$ cat config.mk
export PLATFORM = sky130hd
export DESIGN_NAME = sd_spi_command_transaction
export DESIGN_NICKNAME = d
export VERILOG_FILES = /design/src/rtl/sdc_pkg.sv /design/src/rtl/sdc_front.sv /design/src/rtl/sdc_queue.sv /design/src/rtl/sdc_back.sv /design/src/rtl/sd_spi_command_transaction.sv
export SDC_FILE = /design/constraint.sdc
export NUM_CORES = 1
export LEC_CHECK = 0
export BUFFER_PORTS_ARGS = -buffer_cell sky130_fd_sc_hd__buf_2
export CAP_MARGIN = 20
export CORE_MARGIN = 3
export CORE_UTILIZATION = 35
export CTS_BUF_LIST = sky130_fd_sc_hd__clkbuf_8 sky130_fd_sc_hd__clkbuf_16
export DETAILED_ROUTE_END_ITERATION = 16
export GPL_TIMING_DRIVEN = 0
export HOLD_SLACK_MARGIN = 0.05
export PLACE_DENSITY = 0.57
export RECOVER_POWER = 100
export SLEW_MARGIN = 20
export SYNTH_ARGS = -nofsm -noshare
export SYNTH_HDL_FRONTEND = slang
export SYNTH_HIERARCHICAL = 1
export SYNTH_SLANG_ARGS = --single-unit
$ cat constraint.sdc
create_clock -name clk -period 5 [get_ports clk]
set_clock_uncertainty 0.15 [all_clocks]
set_input_delay 0 -clock clk [delete_from_list [all_inputs] [get_ports clk]]
set_output_delay 0 -clock clk [all_outputs]
set_load 0.02 [all_outputs]
$ cat src/rtl/sdc_pkg.sv
// Shared types, constants and the CRC7 step of the SD SPI command block.
`default_nettype none
package sdc_pkg;

	// Result kinds as seen on the output channel
	localparam logic [1:0] KIND_TX   = 2'd0;
	localparam logic [1:0] KIND_RX   = 2'd1;
	localparam logic [1:0] KIND_DONE = 2'd2;

	localparam logic [7:0]  CMD_START   = 8'h40;
	localparam logic [7:0]  TIMEOUT_R1  = 8'h80;
	localparam logic [7:0]  FILL_BYTE   = 8'hFF;
	localparam logic [7:0]  CRC_POLY    = 8'h89;
	localparam logic [11:0] TRY_RESET   = 12'h800;

	// Queue between classifier and sequencer; depth is a power of two
	localparam int Q_DEPTH = 2;
	localparam int Q_PTR_W = (Q_DEPTH > 1) ? $clog2(Q_DEPTH) : 1;
	localparam int Q_CNT_W = $clog2(Q_DEPTH + 1);

	// One queued job: a whole command frame, or one ready-made result
	typedef struct packed {
		logic        is_frame;
		logic [1:0]  kind;
		logic [7:0]  r1;
		logic [31:0] word;   // argument for a frame job
		logic [5:0]  cmd;
	} sdc_entry_t;

	// Fold one byte into the shifted-form CRC7 register
	function automatic logic [7:0] crc7_byte(input logic [7:0] crc, input logic [7:0] data);
		logic [7:0] c;
		c = crc ^ data;
		for (int b = 0; b < 8; b++) begin
			if (c[7])
				c = c ^ CRC_POLY;
			c = {c[6:0], 1'b0};
		end
		return c;
	endfunction

endpackage
`default_nettype wire

$ cat src/rtl/sdc_front.sv
// Front end: accepts items, tracks the transaction phase and queues jobs.
`default_nettype none
module sdc_front #(
	parameter int MAX_RESPONSE_BYTES = 4
) (
	input  wire logic               clk,
	input  wire logic               arst_n,
	input  wire logic               cfg_wr_en,
	input  wire logic [11:0]        cfg_wr_data,
	input  wire logic               in_valid,
	output logic                    in_ready,
	input  wire logic               func,
	input  wire logic [5:0]         cmd_index,
	input  wire logic [31:0]        argument,
	input  wire logic [2:0]         response_length,
	input  wire logic [7:0]         rx_data,
	input  wire logic               q_ready,
	output logic                    q_push,
	output sdc_pkg::sdc_entry_t     q_entry
);

	localparam logic [1:0] PH_IDLE    = 2'd0;
	localparam logic [1:0] PH_WAIT    = 2'd1;
	localparam logic [1:0] PH_COLLECT = 2'd2;
	localparam logic [1:0] PH_CRC     = 2'd3;
	localparam logic [2:0] MAX_LEN    = 3'(MAX_RESPONSE_BYTES);

	logic [11:0] try_limit_q;
	logic [1:0]  phase_q;
	logic [11:0] tries_left_q;
	logic [2:0]  bytes_remaining_q;
	logic [2:0]  pending_len_q;
	logic [7:0]  saved_r1_q;
	logic [31:0] collected_q;
	logic        timed_out_q;

	logic        accept;
	logic [11:0] tries_dec;
	logic [2:0]  len_sat;
	logic [2:0]  bytes_dec;

	assign in_ready  = q_ready;
	assign accept    = in_valid && in_ready;
	assign tries_dec = (func ? tries_left_q : try_limit_q) - 12'd1;
	assign len_sat   = (response_length > MAX_LEN) ? MAX_LEN : response_length;
	assign bytes_dec = bytes_remaining_q - 3'd1;

	// A receive byte while idle produces nothing
	assign q_push = accept && !(func && (phase_q == PH_IDLE));

	always_comb begin
		q_entry          = '0;
		q_entry.cmd      = cmd_index;
		if (!func) begin
			q_entry.is_frame = 1'b1;
			q_entry.kind     = sdc_pkg::KIND_TX;
			q_entry.word     = argument;
		end else if (phase_q == PH_CRC) begin
			q_entry.kind = sdc_pkg::KIND_DONE;
			q_entry.r1   = saved_r1_q;
			q_entry.word = timed_out_q ? 32'd0 : collected_q;
		end else begin
			q_entry.kind = sdc_pkg::KIND_RX;
		end
	end

	always_ff @(posedge clk or negedge arst_n) begin
		if (!arst_n) begin
			try_limit_q       <= sdc_pkg::TRY_RESET;
			phase_q           <= PH_IDLE;
			tries_left_q      <= '0;
			bytes_remaining_q <= '0;
			pending_len_q     <= '0;
			saved_r1_q        <= sdc_pkg::TIMEOUT_R1;
			collected_q       <= '0;
			timed_out_q       <= 1'b0;
		end else begin
			if (cfg_wr_en)
				try_limit_q <= cfg_wr_data;
			if (accept && !func) begin
				// start abandons any running transaction
				pending_len_q     <= len_sat;
				bytes_remaining_q <= '0;
				collected_q       <= '0;
				saved_r1_q        <= sdc_pkg::TIMEOUT_R1;
				tries_left_q      <= tries_dec;
				if (tries_dec == 12'd0) begin
					timed_out_q <= 1'b1;
					phase_q     <= PH_CRC;
				end else begin
					timed_out_q <= 1'b0;
					phase_q     <= PH_WAIT;
				end
			end else if (accept) begin
				case (phase_q)
					PH_WAIT: begin
						tries_left_q <= tries_dec;
						if (tries_dec == 12'd0) begin
							timed_out_q <= 1'b1;
							saved_r1_q  <= sdc_pkg::TIMEOUT_R1;
							collected_q <= '0;
							phase_q     <= PH_CRC;
						end else if (!rx_data[7]) begin
							saved_r1_q        <= rx_data;
							bytes_remaining_q <= pending_len_q;
							phase_q <= (pending_len_q != 3'd0) ? PH_COLLECT : PH_CRC;
						end
					end
					PH_COLLECT: begin
						collected_q       <= {collected_q[23:0], rx_data};
						bytes_remaining_q <= bytes_dec;
						if (bytes_dec == 3'd0)
							phase_q <= PH_CRC;
					end
					PH_CRC: begin
						phase_q <= PH_IDLE;
					end
					default: begin
					end
				endcase
			end
		end
	end

	a_collect_count: assert property (@(posedge clk) disable iff (!arst_n)
		phase_q == PH_COLLECT |-> bytes_remaining_q != 3'd0)
		else $error("collect phase with no bytes left");

	a_timeout_r1: assert property (@(posedge clk) disable iff (!arst_n)
		timed_out_q && phase_q == PH_CRC |-> saved_r1_q == sdc_pkg::TIMEOUT_R1)
		else $error("timeout without timeout status");

endmodule
`default_nettype wire

$ cat src/rtl/sdc_queue.sv
// Short job queue between the front end and the sequencer.
`default_nettype none
module sdc_queue (
	input  wire logic                clk,
	input  wire logic                arst_n,
	input  wire logic                push,
	input  wire sdc_pkg::sdc_entry_t push_entry,
	output logic                     push_ready,
	input  wire logic                pop,
	output logic                     head_valid,
	output sdc_pkg::sdc_entry_t      head_entry
);

	localparam int DEPTH = sdc_pkg::Q_DEPTH;
	localparam int PW    = sdc_pkg::Q_PTR_W;
	localparam int CW    = sdc_pkg::Q_CNT_W;

	sdc_pkg::sdc_entry_t slot_q [DEPTH];
	logic [PW-1:0] wr_ptr_q;
	logic [PW-1:0] rd_ptr_q;
	logic [CW-1:0] count_q;
	logic          do_push;
	logic          do_pop;

	assign push_ready = (count_q != CW'(DEPTH));
	assign head_valid = (count_q != '0);
	assign head_entry = slot_q[rd_ptr_q];
	assign do_push    = push && push_ready;
	assign do_pop     = pop && head_valid;

	always_ff @(posedge clk) begin
		if (do_push)
			slot_q[wr_ptr_q] <= push_entry;
	end

	always_ff @(posedge clk or negedge arst_n) begin
		if (!arst_n) begin
			wr_ptr_q <= '0;
			rd_ptr_q <= '0;
			count_q  <= '0;
		end else begin
			if (do_push)
				wr_ptr_q <= wr_ptr_q + PW'(1);
			if (do_pop)
				rd_ptr_q <= rd_ptr_q + PW'(1);
			if (do_push && !do_pop)
				count_q <= count_q + CW'(1);
			else if (do_pop && !do_push)
				count_q <= count_q - CW'(1);
		end
	end

	a_count_bound: assert property (@(posedge clk) disable iff (!arst_n)
		count_q <= CW'(DEPTH))
		else $error("queue count beyond depth");

endmodule
`default_nettype wire

$ cat src/rtl/sdc_back.sv
// Sequencer: plays queued jobs out as results into the output register.
`default_nettype none
module sdc_back (
	input  wire logic                clk,
	input  wire logic                arst_n,
	input  wire logic                head_valid,
	input  wire sdc_pkg::sdc_entry_t head_entry,
	output logic                     pop,
	output logic                     out_valid,
	input  wire logic                out_ready,
	output logic [1:0]               kind,
	output logic [7:0]               tx_data,
	output logic                     chip_select_low,
	output logic [7:0]               r1_status,
	output logic [31:0]              response_word,
	output logic                     last
);

	localparam logic [2:0] BEAT_CMD  = 3'd0;
	localparam logic [2:0] BEAT_A3   = 3'd1;
	localparam logic [2:0] BEAT_A2   = 3'd2;
	localparam logic [2:0] BEAT_A1   = 3'd3;
	localparam logic [2:0] BEAT_A0   = 3'd4;
	localparam logic [2:0] BEAT_CRC  = 3'd5;
	localparam logic [2:0] BEAT_RECV = 3'd6;

	logic [2:0] beat_q;
	logic [7:0] crc_q;
	logic       out_valid_q;
	logic [1:0] kind_q;
	logic [7:0] tx_q;
	logic       cs_q;
	logic [7:0] r1_q;
	logic [31:0] word_q;
	logic       last_q;

	logic       load;
	logic [7:0] frame_byte;
	logic [7:0] crc_in;

	assign load = head_valid && (!out_valid_q || out_ready);
	assign pop  = load && (!head_entry.is_frame || beat_q == BEAT_RECV);

	always_comb begin
		case (beat_q)
			BEAT_CMD: frame_byte = sdc_pkg::CMD_START | {2'b00, head_entry.cmd};
			BEAT_A3:  frame_byte = head_entry.word[31:24];
			BEAT_A2:  frame_byte = head_entry.word[23:16];
			BEAT_A1:  frame_byte = head_entry.word[15:8];
			BEAT_A0:  frame_byte = head_entry.word[7:0];
			BEAT_CRC: frame_byte = crc_q | 8'h01;
			default:  frame_byte = sdc_pkg::FILL_BYTE;
		endcase
	end

	assign crc_in = (beat_q == BEAT_CMD) ? 8'd0 : crc_q;

	always_ff @(posedge clk or negedge arst_n) begin
		if (!arst_n) begin
			out_valid_q <= 1'b0;
			beat_q      <= BEAT_CMD;
		end else begin
			if (load)
				out_valid_q <= 1'b1;
			else if (out_ready)
				out_valid_q <= 1'b0;
			if (load && head_entry.is_frame)
				beat_q <= (beat_q == BEAT_RECV) ? BEAT_CMD : beat_q + 3'd1;
		end
	end

	always_ff @(posedge clk) begin
		if (load && head_entry.is_frame && beat_q < BEAT_CRC)
			crc_q <= sdc_pkg::crc7_byte(crc_in, frame_byte);
		if (load) begin
			if (head_entry.is_frame) begin
				kind_q <= (beat_q == BEAT_RECV) ? sdc_pkg::KIND_RX : sdc_pkg::KIND_TX;
				tx_q   <= frame_byte;
				cs_q   <= 1'b1;
				r1_q   <= 8'd0;
				word_q <= 32'd0;
				last_q <= (beat_q == BEAT_RECV);
			end else begin
				kind_q <= head_entry.kind;
				tx_q   <= (head_entry.kind == sdc_pkg::KIND_DONE) ? 8'd0 : sdc_pkg::FILL_BYTE;
				cs_q   <= (head_entry.kind != sdc_pkg::KIND_DONE);
				r1_q   <= head_entry.r1;
				word_q <= head_entry.word;
				last_q <= 1'b1;
			end
		end
	end

	assign out_valid       = out_valid_q;
	assign kind            = kind_q;
	assign tx_data         = tx_q;
	assign chip_select_low = cs_q;
	assign r1_status       = r1_q;
	assign response_word   = word_q;
	assign last            = last_q;

	a_beat_range: assert property (@(posedge clk) disable iff (!arst_n)
		beat_q <= BEAT_RECV)
		else $error("frame beat out of range");

	a_done_shape: assert property (@(posedge clk) disable iff (!arst_n)
		out_valid_q && kind_q == sdc_pkg::KIND_DONE |-> !cs_q && last_q)
		else $error("finish result must deselect and close the item");

endmodule
`default_nettype wire

$ cat src/rtl/sd_spi_command_transaction.sv
// Top level of the SD SPI-mode command transaction block.
// Usage:
//   Input channel (in_valid/in_ready): func 0 starts a command from cmd_index,
//   argument and response_length; func 1 hands in a byte read from the card.
//   Output channel (out_valid/out_ready): one transfer per SPI action. kind 0
//   sends a frame byte, kind 1 asks for one receive exchange (tx 0xFF), kind 2
//   reports the finish with r1_status and response_word. last marks the final
//   result of each input item.
//   A start yields seven results (six frame bytes, CRC7 computed on the fly,
//   then one receive request); a received byte yields one, or none when idle.
//   cfg_wr_en/cfg_wr_data load the retry limit; write it only while idle.
// Timing:
//   First result of an item passes through the queue slot and then the output
//   register before it is valid. Receive items run one per cycle while
//   out_ready is high; a start holds the sequencer until all seven of its
//   results are loaded. The front end keeps accepting while results wait,
//   until the two-entry queue fills; in_ready then drops.
// Reset: arst_n clears phase, queue and output valid; retry limit goes to 2048.
// A stalled out_ready holds the output register and backs up the queue.
`default_nettype none
module sd_spi_command_transaction #(
	parameter int MAX_RESPONSE_BYTES = 4
) (
	input  wire logic        clk,
	input  wire logic        arst_n,
	input  wire logic        cfg_wr_en,
	input  wire logic [11:0] cfg_wr_data,
	input  wire logic        in_valid,
	output logic             in_ready,
	input  wire logic        func,
	input  wire logic [5:0]  cmd_index,
	input  wire logic [31:0] argument,
	input  wire logic [2:0]  response_length,
	input  wire logic [7:0]  rx_data,
	output logic             out_valid,
	input  wire logic        out_ready,
	output logic [1:0]       kind,
	output logic [7:0]       tx_data,
	output logic             chip_select_low,
	output logic [7:0]       r1_status,
	output logic [31:0]      response_word,
	output logic             last
);

	logic                q_ready;
	logic                q_push;
	sdc_pkg::sdc_entry_t q_entry;
	logic                head_valid;
	sdc_pkg::sdc_entry_t head_entry;
	logic                q_pop;

	// Classify each transfer and advance the transaction state
	sdc_front #(
		.MAX_RESPONSE_BYTES(MAX_RESPONSE_BYTES)
	) u_front (
		.clk(clk),
		.arst_n(arst_n),
		.cfg_wr_en(cfg_wr_en),
		.cfg_wr_data(cfg_wr_data),
		.in_valid(in_valid),
		.in_ready(in_ready),
		.func(func),
		.cmd_index(cmd_index),
		.argument(argument),
		.response_length(response_length),
		.rx_data(rx_data),
		.q_ready(q_ready),
		.q_push(q_push),
		.q_entry(q_entry)
	);

	// Decouple the two sides
	sdc_queue u_queue (
		.clk(clk),
		.arst_n(arst_n),
		.push(q_push),
		.push_entry(q_entry),
		.push_ready(q_ready),
		.pop(q_pop),
		.head_valid(head_valid),
		.head_entry(head_entry)
	);

	// Expand jobs into output transfers
	sdc_back u_back (
		.clk(clk),
		.arst_n(arst_n),
		.head_valid(head_valid),
		.head_entry(head_entry),
		.pop(q_pop),
		.out_valid(out_valid),
		.out_ready(out_ready),
		.kind(kind),
		.tx_data(tx_data),
		.chip_select_low(chip_select_low),
		.r1_status(r1_status),
		.response_word(response_word),
		.last(last)
	);

endmodule
`default_nettype wire
# Yosys cells after proc, flatten, opt, wreduce, memory -nomap -nowiden
# Memory sizes are Yosys's and may differ from the RTL's.
# Index checks and enable logic that the tools add are counted.
[totals]
regBits = 140
ramBits = 98
out_inout_bits = 54
word_cells = 164
mem_count = 1
[classes]
n_addsub = 7
order_cmp = 2
eq_ne = 18
n_mux = 67
bitwise_logic = 9
reduce_logical = 39
[mem_list]
columns = ["name", "depth", "word_bits", "read_ports", "rd_ports_with_merged_regs", "wr", "line", "text"]
rows = [
  ["u_queue.slot_q", 2, 49, 1, 0, 1, "sdc_queue.sv:18", "sdc_pkg::sdc_entry_t slot_q [DEPTH];"],
]
[ops]
columns = ["cell", "n"]
rows = [
  ["32-bit two-way mux", 5],
  ["8-bit two-way mux", 9],
  ["32-bit case mux with 2 select lines", 1],
  ["7-bit two-way mux", 7],
  ["12-bit two-way mux", 4],
  ["8-bit case mux with 6 select lines", 1],
  ["40-bit two-way mux", 1],
  ["4-bit two-way mux", 8],
  ["2-bit two-way mux", 11],
  ["3-bit two-way mux", 6],
  ["2-bit NOT", 8],
  ["1-bit logical AND", 12],
  ["12-bit zero test", 1],
  ["1-bit two-way mux", 12],
  ["2-bit nonzero test", 6],
  ["12-bit by 1-bit subtractor with 12-bit output (second input constant)", 1],
  ["3-bit == test (second input constant)", 3],
  ["3-bit by 1-bit != test with 1-bit output (second input constant)", 3],
  ["3-bit AND reduction", 3],
  ["4-bit AND reduction", 2],
  ["8-bit XOR", 1],
  ["2-bit == test (second input constant)", 3],
  ["3-bit by 2-bit == test with 1-bit output (second input constant)", 2],
  ["1-bit zero test", 6],
  ["other kinds (20)", 26],
]

# Depth between registers and ports, before layout
# Gate-level depths: netlist (run 1).
[logic_depth]
ltp_word = 26
depth_mapped = 15
depth_no_buf = 9

# Modules after synthesis
# The synthesis (run 1) kept the hierarchy.
[by_module_without_submodules]
columns = ["mod", "n_inst", "cells_per_inst", "area_per_inst_um2"]
rows = [
  ["sdc_front", 1, 377, 4131.5],
  ["sdc_queue", 1, 171, 3983.8],
  ["sdc_back", 1, 233, 3059.2],
]

# Worst setup path before layout (run 1)
# No wires, ideal clock.
[synth_path]
path_kind = "input to register"
start = "in func"
end = "mem u_queue/slot_q[0][0] in the netlist's numbering, enable pin"
setup_ps = 456
arrival_ps = 3177
required_time_ps = 4394
path_slack_ps = 1217
path_stages = 8
n_path_buf = 5
cell_sequence = "buf_6 -> buf_2 -> buf_2 -> buf_1 -> clkbuf_1 -> a21oi_1 -> nand2_1 -> nor2_1"
[synth_between]
elab_chain_cells = 6
[synth_lines]
columns = ["item", "line", "text"]
rows = [
  ["start: declaration", "sd_spi_command_transaction.sv:30", "input wire logic func,"],
  ["1-bit logical AND", "sdc_front.sv:49", "assign q_push = accept && !(func && (phase_q == PH_IDLE));"],
  ["1-bit zero test", "sdc_front.sv:49", ""],
  ["1-bit logical AND", "sdc_front.sv:49", ""],
  ["via q_push", "sd_spi_command_transaction.sv:46", "logic q_push;"],
  ["1-bit logical AND", "sdc_queue.sv:28", "assign do_push = push && push_ready;"],
  ["1-bit two-way mux", "sdc_queue.sv:32", "if (do_push)"],
  ["1-bit two-way mux (not written as such)", "sdc_queue.sv:33", "slot_q[wr_ptr_q] <= push_entry;"],
  ["end: declaration", "sdc_queue.sv:18", ""],
]
# The timed path passes the listed nets, and every way through them passes these cells.

# Worst setup path in the final report (run 1)
[layout_path]
start = "in func"
end = "reg u_front.saved_r1_q[3]"
[layout_between]
elab_chain_cells = 7
word_cells_on_any_way = 13
classes_between = "add/sub: 1; eq/ne: 1; mux: 5; reduce/logical: 6"
[layout_lines]
columns = ["item", "line", "text"]
rows = [
  ["12-bit two-way mux", "sdc_front.sv:44", "assign tries_dec = (func ? tries_left_q : try_limit_q) - 12'd1;"],
  ["12-bit by 1-bit subtractor with 12-bit output", "sdc_front.sv:44", ""],
  ["12-bit zero test", "sdc_front.sv:98", "if (tries_dec == 12'd0) begin"],
  ["8-bit two-way mux", "sdc_front.sv:98", ""],
  ["8-bit two-way mux", "sdc_front.sv:95", "case (phase_q)"],
  ["8-bit two-way mux", "sdc_front.sv:94", "end else if (accept) begin"],
  ["8-bit two-way mux", "sdc_front.sv:80", "if (accept && !func) begin"],
  ["end signal: assignment", "sdc_front.sv:85", "saved_r1_q <= sdc_pkg::TIMEOUT_R1;"],
  ["end signal: assignment", "sdc_front.sv:100", "saved_r1_q <= sdc_pkg::TIMEOUT_R1;"],
  ["end signal: assignment", "sdc_front.sv:104", "saved_r1_q <= rx_data;"],
  ["end: declaration", "sdc_front.sv:33", "logic [7:0] saved_r1_q;"],
]
# Parallel ways exist; a longest one is shown, timed or not. The select of a mux whose other input is x is not followed.
# A chain may end at the register's enable or synchronous reset.

==> results of run 1 <==
through the flow:
| step | std cells | power [mW] | hold WS, ns | setup TNS, ns | util |
|---|---|---|---|---|---|
| 2_1_floorplan | 781 | 5.77 | -0.446 | 0 | - |
| 3_3_place_gp | 1291 | 6.69 | 0.0371 | -40.38 | 0.395 |
| 3_5_place_dp | 1295 | 6.77 | -0.191 | 0 | 0.399 |
| 4_1_cts | 1428 | 8.62 | 0.0809 | 0 | 0.453 |
| 5_1_grt | 1428 | 8.85 | 0.117 | 0 | 0.444 |
| 6_report | 1428 | 8.34 | 0.104 | 0 | 0.444 |
repair_timing:
action	CTS	global route
setup endpoints to repair	0	0
hold buffers	86	0
endpoints found under the hold margin	196	0
power by group through the flow:
stage,clock [mW],sequential (mW),combinational (mW)
4_1_cts,1.82,3.20,3.60
2_1_floorplan,0,3.46,2.30
5_1_grt,1.90,3.27,3.68
6_report,1.76,3.21,3.37
3_3_place_gp,0,3.26,3.43
3_5_place_dp,0,3.23,3.54
area by class of cell:
class	count	area, um2	area share
plain buffers	51	322	0.0233
clock buffers	27	664	0.0482
clock inverters	20	129	0.00936
inverters	19	71.3	0.00518
multi-input cells	473	3950	0.287
flip-flops and latches	238	6740	0.490
well taps	396	495	0.0360
repair buffers	204	1400	0.101
kinds of logic (layout without fill, tap and decap cells):
logic type	after synthesis	count (layout)	share of synthesized area
flip-flops	238	238	0.604
XOR/XNOR	36	36	0.0324
AO/OA/AOI/OAI	169	169	0.122
multiplexers	82	82	0.0990
buffers and inverters	70	321	0.0374
adder cells (fa/ha/maj)	11	11	0.0123
AND/OR/NAND/NOR	175	175	0.0934
worst min-delay path, delay by kind of cell:
family | cells | cell delay, ns
buf+inv | 2 | 0.60
simple gates | 2 | 0.14
metal layers:
metal / track usage / vias up
met3: 0.0227 / 46
met2: 0.278 / 178
met1: 0.199 / 3440
met5: 0 / -
met4: 0.0462 / 2
li1: - / 3415
sequential cells by signal (all words and copies together), names as in the netlist, 8 cells and up:
register,cells
u_back/r1_status,8
u_back/response_word,32
u_back/tx_data,8
u_front/collected_q,32
u_front/saved_r1_q,8
u_front/tries_left_q,12
u_front/try_limit_q,12
u_queue/slot_q,98
cell usage in the layout, fill, tap and decap left out, types with 5 or more instances in the layout:
cell	instances
edfxtp_1	157
dlygate4sd3_1	85
clkbuf_1	81
dfrtp_1	79
a22o_1	73
buf_2	67
nor2b_1	47
mux2_4	45
nand2_1	36
clkbuf_16	26
xnor2_1	25
nor2_1	22
a21oi_1	21
inv_1	19
mux2_2	19
o21ai_0	18
and3_1	11
ha_1	11
mux2i_1	10
nor3_1	10
clkinv_2	9
xor2_1	9
nand2b_1	8
mux2_1	7
clkbuf_4	7
nand3_1	6
clkinv_1	5
and2_0	5
a32oi_1	5
nor4_1	5
worst max-delay path by stage:
stage                                          end  slack [ns]  depth (start not counted)
6_report         u_front/saved_r1_q[3]$_DFFE_PN0P_        0.75                         15
4_1_cts        u_front/collected_q[31]$_DFFE_PN0P_        0.98                         16
2_1_floorplan       u_queue/slot_q[0][0]$_DFFE_PP_        1.22                          8
3_3_place_gp       u_queue/slot_q[0][39]$_DFFE_PP_       -0.83                          9
5_1_grt        u_front/collected_q[31]$_DFFE_PN0P_        0.37                         16
3_5_place_dp   u_front/collected_q[31]$_DFFE_PN0P_        0.43                         16
==> results.py, run 1 <==
metrics = {
    "status": {
        "status": "finished, violations left",
        "violations": "max-capacitance violations, max-slew violations",
    },
    "floorplan": {
        "core_um2": 31000,
        "num_rows": 64,
        "initial_core_util": 0.361,
        "dieArea_um2": 34100,
        "die_h_um": 185,
        "io_pins": 121,
        "dieWidth_um": 185,
    },
    "route": {
        "routed-wl-met2_mm": 13.4,
        "ant_nets": 0,
        "drtPass1Iterations": 4,
        "drt_iter0_drc": 435,
        "wl_met1_mm": 11.7,
        "maxUsedRoutingLayer": "met5",
        "wl_met3_mm": 1.21,
        "vias": 7081,
        "avgRoutedWirePerCell_um": 19.0,
        "drcViolationCount": 0,
        "drt_wl_total_mm": 27.1,
        "via_per_inst": 4.96,
    },
    "sta": {
        "slew_headroom": -0.963,
        "max_freq_mhz": 235,
        "tightest_slew_ns": 2.94,
        "finalSetupViolCount": 0,
        "fin_crit_sh": 0.849,
        "finalHoldViolCount": 0,
        "post-route-min-period_ns": 4.25,
        "maxSlewViolCount": 116,
        "rsz0062_at_grt": "no",
        "worst_slack_ns": 0.753,
    },
    "cts": {
        "clock-sinks": 238,
        "cts-resized-gates": 0,
        "clk_latency_ns": 0.53,
        "cts_made_buffers": 26,
        "cts_max_path_buffers": 3,
        "tritoncts": "built",
        "path_clk_slew_ns": 0.06,
        "cts_root_buffer": "clkbuf_16",
        "cts.htree.levels": 1,
        "postCtsSetupRepairBufs": 0,
    },
    "global_routing": {
        "grt-ovfl-total": 0,
        "antenna_found_initial": 1,
        "first_global_vias": 7117,
        "grt_use_total": 0.157,
        "grt_pass1_wl_mm": 41.2,
        "grt_start_max_net_pins": 55,
    },
    "synthesis": {
        "synth.cell_area_um2": 11200,
        "synth_ff_type": "edfxtp_1",
        "async_flop_share": 0.340,
        "synth_edf_count": 157,
        "syn_inst": 781,
        "synth_common_cells": "157 x edfxtp_1, 79 x dfrtp_1, 73 x a22o_1, 49 x mux2_4, 47 x nor2b_1",
        "yosys-top-cells-area": "edfxtp_1 42%, dfrtp_1 18%, mux2_4 6.6%, a22o_1 5.7%, nor2b_1 2.6%",
        "synth.most_common_cell": "edfxtp_1",
        "yosysTopAreaCellShare": 0.422,
        "ys_warn_count": 6,
        "synth_seq_cells": 238,
        "yosysTopAreaCell": "edfxtp_1",
        "ys_seq_area_frac": 0.604,
        "syn_nets": 859,
        "syn_avg_cell_area_um2": 14.3,
        "ys_types": 83,
    },
    "pwr": {
        "power.density_nw_per_um2": 606,
        "power.net_switching_mw": 2.96,
        "switching_share": 0.355,
        "leakagePower_nw": 5.41,
        "p_int_mw": 5.38,
        "seqPwrFrac": 0.384,
        "power_frac_comb": 0.404,
        "p_clk_frac": 0.211,
        "vdd.ir_drop.worst_mv": 0.274,
    },
    "critical_path": {
        "rrSetupSlack_ns": 0.90,
        "crit_type": "primary input to flop",
        "start_kind": "primary input",
        "crit_path_end_kind": "flop",
        "crit_slowest_cell": "nor3_1",
        "critPathBufInv": 7,
        "critPathTopFamily": "buffers and inverters",
        "rr_worst_depth": 7,
        "critPathMaxFanout": 10,
        "crit_path_start": "func",
        "crit_chain": "buf_2, buf_6, buf_2, clkbuf_1, clkbuf_1, clkbuf_1, mux2i_1, ha_1, clkbuf_1, nand2_1, nor3_1, xnor2_1, nor3_1, nor4_4, a22o_1",
        "r2r-start": "u_queue/rd_ptr_q$_DFFE_PN0P_",
        "crit_arrival_ns": 4.50,
        "rr_endpoint": "u_back/crc_q[6]$_DFFE_PP_",
        "worstPathRequired_ns": 5.25,
        "cpPeakStageDelay_ns": 0.60,
        "crit_path_frequent_cell": "clkbuf_1",
    },
    "hold_path": {
        "worstHoldPathType": "primary input to flop",
        "min_from": "response_length[0]",
        "hold_depth": 4,
        "holdPathEnd": "u_front/pending_len_q[0]$_DFFE_PN0P_",
    },
    "cells_and_area": {
        "drive_above_1_share": 0.207,
        "nets": 1091,
        "fillerInstances": 2824,
        "area_delta_synth_final_pct": 23.2,
        "finalInstanceArea_um2": 13800,
        "insertedDiodeCount": 0,
    },
    "placed_design": {
        "place_congestion": 0.867,
        "port_buffers": 114,
        "placedInstanceArea_um2": 12400,
        "place_worst_setup_slack_ns": 0.432,
        "dp_hpwl_mm": 19.2,
    },
    "flow_run": {
        "maxCapViolations": 3,
    },
}
Note: power is estimated with default switching activity, not from simulation.
==> run 2, diff against run 1 <==
- ABC_AREA: unset -> 1
- clock period: 5 -> 4.15 ns (I/O delays scaled with it)
==> results.py, run 2 <==
metrics = {
    "status": {
        "status": "finished, violations left",
        "violations": "max-capacitance violations, max-slew violations",
    },
    "cells_and_area": {
        "finalInstanceArea_um2": 14400,
        "final_common_cell": "nand2_1",
        "final_cells": 1914,
        "mostFrequentLayoutCells": "431 x nand2_1, 157 x edfxtp_1, 138 x inv_1",
        "insertedDiodeCount": 0,
        "drive_above_1_share": 0.135,
        "finish.utilization": 0.449,
        "area_delta_synth_final_pct": 24.3,
        "nets": 1537,
        "largest-register": "u_queue/slot_q",
        "largest_reg_flops": 98,
    },
    "pwr": {
        "seqPwrFrac": 0.367,
        "p_int_mw": 6.31,
        "vdd.ir_drop.worst_mv": 0.482,
        "power.density_nw_per_um2": 742,
        "switching_share": 0.408,
        "power.net_switching_mw": 4.36,
        "p_clk_frac": 0.223,
        "power_frac_comb": 0.410,
        "p_total_mw": 10.7,
        "leakagePower_nw": 6.36,
    },
    "floorplan": {
        "dieArea_um2": 35200,
        "dieWidth_um": 188,
        "initial_core_util": 0.361,
        "io_pins": 121,
        "die_h_um": 188,
        "core_um2": 32000,
        "num_rows": 65,
    },
    "placed_design": {
        "place_worst_setup_slack_ns": 1.48,
        "place_congestion": 0.868,
        "dp_hpwl_mm": 21.8,
        "placedInstanceArea_um2": 12800,
        "placedCellCount": 1764,
        "port_buffers": 113,
    },
    "sta": {
        "tightest_slew_ns": 2.08,
        "rsz0062_at_grt": "no",
        "max_freq_mhz": 290,
        "fin_crit_sh": 0.831,
        "finalSetupViolCount": 0,
        "maxSlewViolCount": 83,
        "timing.setup.tns_ns": 0,
        "finalHoldViolCount": 0,
        "slew_headroom": -0.388,
        "worst_slack_ns": 0.703,
        "hold_ws_ns": 0.119,
        "post-route-min-period_ns": 3.45,
    },
    "critical_path": {
        "crit_path_frequent_cell": "nand2_1",
        "crit_chain": "dlygate4sd3_1, clkbuf_1, clkinvlp_2, clkbuf_1, nand2_2, nand3_1, nor2_1, nand2_1, nand2_1, nand2_1, inv_1, nand3_2, nor2_1, nand2_1, nand3_1, nand2_4, buf_6, nand2_1, o21ai_2",
        "crit_path_end_kind": "flop",
        "start_kind": "primary input",
        "critPathBufInv": 6,
        "critPathTopFamily": "buffers and inverters",
        "crit_slowest_cell": "dlygate4sd3_1",
        "crit_type": "primary input to flop",
        "crit_arrival_ns": 3.70,
        "worstPathRequired_ns": 4.41,
        "cpPeakStageDelay_ns": 0.53,
        "cp.depth": 19,
        "critPathMaxFanout": 10,
        "rr_worst_depth": 9,
    },
    "route": {
        "vias": 8932,
        "via_per_inst": 4.67,
        "drt_iter0_drc": 555,
        "drtPass1Iterations": 7,
        "ant_nets": 0,
        "avgRoutedWirePerCell_um": 16.0,
        "drt_wl_total_mm": 30.6,
        "drcViolationCount": 0,
    },
    "cts": {
        "clk_latency_ns": 0.52,
        "cts_root_buffer": "clkbuf_16",
        "path_clk_slew_ns": 0.06,
        "clock-sinks": 238,
        "cts_max_path_buffers": 3,
        "tritoncts": "built",
        "cts_made_buffers": 27,
        "cts-resized-gates": 0,
        "cts.htree.levels": 1,
    },
    "synthesis": {
        "yosys-top-cells-area": "edfxtp_1 41%, dfrtp_1 17%, nand2_1 13%, inv_1 4.3%, nor2_1 2.9%",
        "ys_warn_count": 6,
        "synth.most_common_cell": "nand2_1",
        "ys_types": 40,
        "synth_ff_type": "edfxtp_1",
        "yosysTopAreaCell": "edfxtp_1",
        "async_flop_share": 0.340,
        "syn_inst": 1210,
        "syn_nets": 1288,
        "synth_seq_cells": 238,
        "synth_edf_count": 157,
        "synth.cell_area_um2": 11600,
        "syn_avg_cell_area_um2": 9.55,
        "synth_common_cells": "401 x nand2_1, 157 x edfxtp_1, 132 x inv_1, 89 x nor2_1, 79 x dfrtp_1",
        "yosysTopAreaCellShare": 0.408,
        "ys_seq_area_frac": 0.583,
    },
    "flow_run": {
        "maxCapViolations": 2,
    },
    "global_routing": {
        "grt_start_max_net_pins": 53,
        "antenna_found_initial": 0,
        "grt-ovfl-total": 0,
        "grt_pass1_wl_mm": 48.3,
        "grt_use_total": 0.171,
        "first_global_vias": 8819,
    },
    "hold_path": {
        "worstHoldPathType": "primary input to flop",
        "hold_depth": 2,
    },
}
run 2: routing by layer:
layer,share of wire,GRT usage,vias to the layer above
met4,0.016,0.0361,0
li1,-,-,4454
met5,0,0,-
met2,0.48,0.289,233
met3,0.046,0.0230,29
met1,0.46,0.238,4216
run 2: repair_timing:
action / CTS / global route
buffers inserted: 0 / 0
hold buffers: 101 / 0
endpoints found under the hold margin: 209 / 0
run 2: cells by family after synthesis:
kind of cell	after synthesis	share of synthesized area
AND/OR/NAND/NOR	615	0.229
flip-flops	238	0.583
buffers and inverters	197	0.0803
AO/OA/AOI/OAI	143	0.0898
adder cells (fa/ha/maj)	11	0.0119
XOR/XNOR	3	0.00292
multiplexers	3	0.00292
run 2: power groups by stage:
stage          clock, mW  sequential, mW  combinational (mW)
6_report            2.38            3.91                4.37
5_1_grt             2.55            4.00                4.93
4_1_cts             2.44            3.90                4.67
3_5_place_dp           0            3.94                4.56
3_3_place_gp           0            3.98                4.38
2_1_floorplan          0            4.24                2.83
run 2: cell type report:
class | instances | area (um2)
inverter | 141 | 532
clock buffer | 28 | 689
tap | 435 | 544
timing repair buffer | 220 | 1550
fill | 3200 | 17700
buffer | 56 | 342
sequential | 238 | 6740
clock inverter | 21 | 200
multi-input combinational | 775 | 3770
run 2: final timing paths:
path	from	end	slack, ns
setup / recovery	func	u_front/collected_q[12]$_DFFE_PN0P_	0.70
hold / removal	cmd_index[3]	u_queue/slot_q[1][3]$_DFFE_PP_	0.12
setup reg to reg	u_queue/rd_ptr_q$_DFFE_PN0P_	u_back/crc_q[2]$_DFFE_PP_	0.71
hold reg to reg	u_front/bytes_remaining_q[1]$_DFFE_PN0P_	u_front/bytes_remaining_q[1]$_DFFE_PN0P_	0.33
max in group asynchronous	arst_n	u_front/collected_q[18]$_DFFE_PN0P_	1.84
min in group asynchronous	arst_n	u_front/tries_left_q[0]$_DFFE_PN0P_	0.49
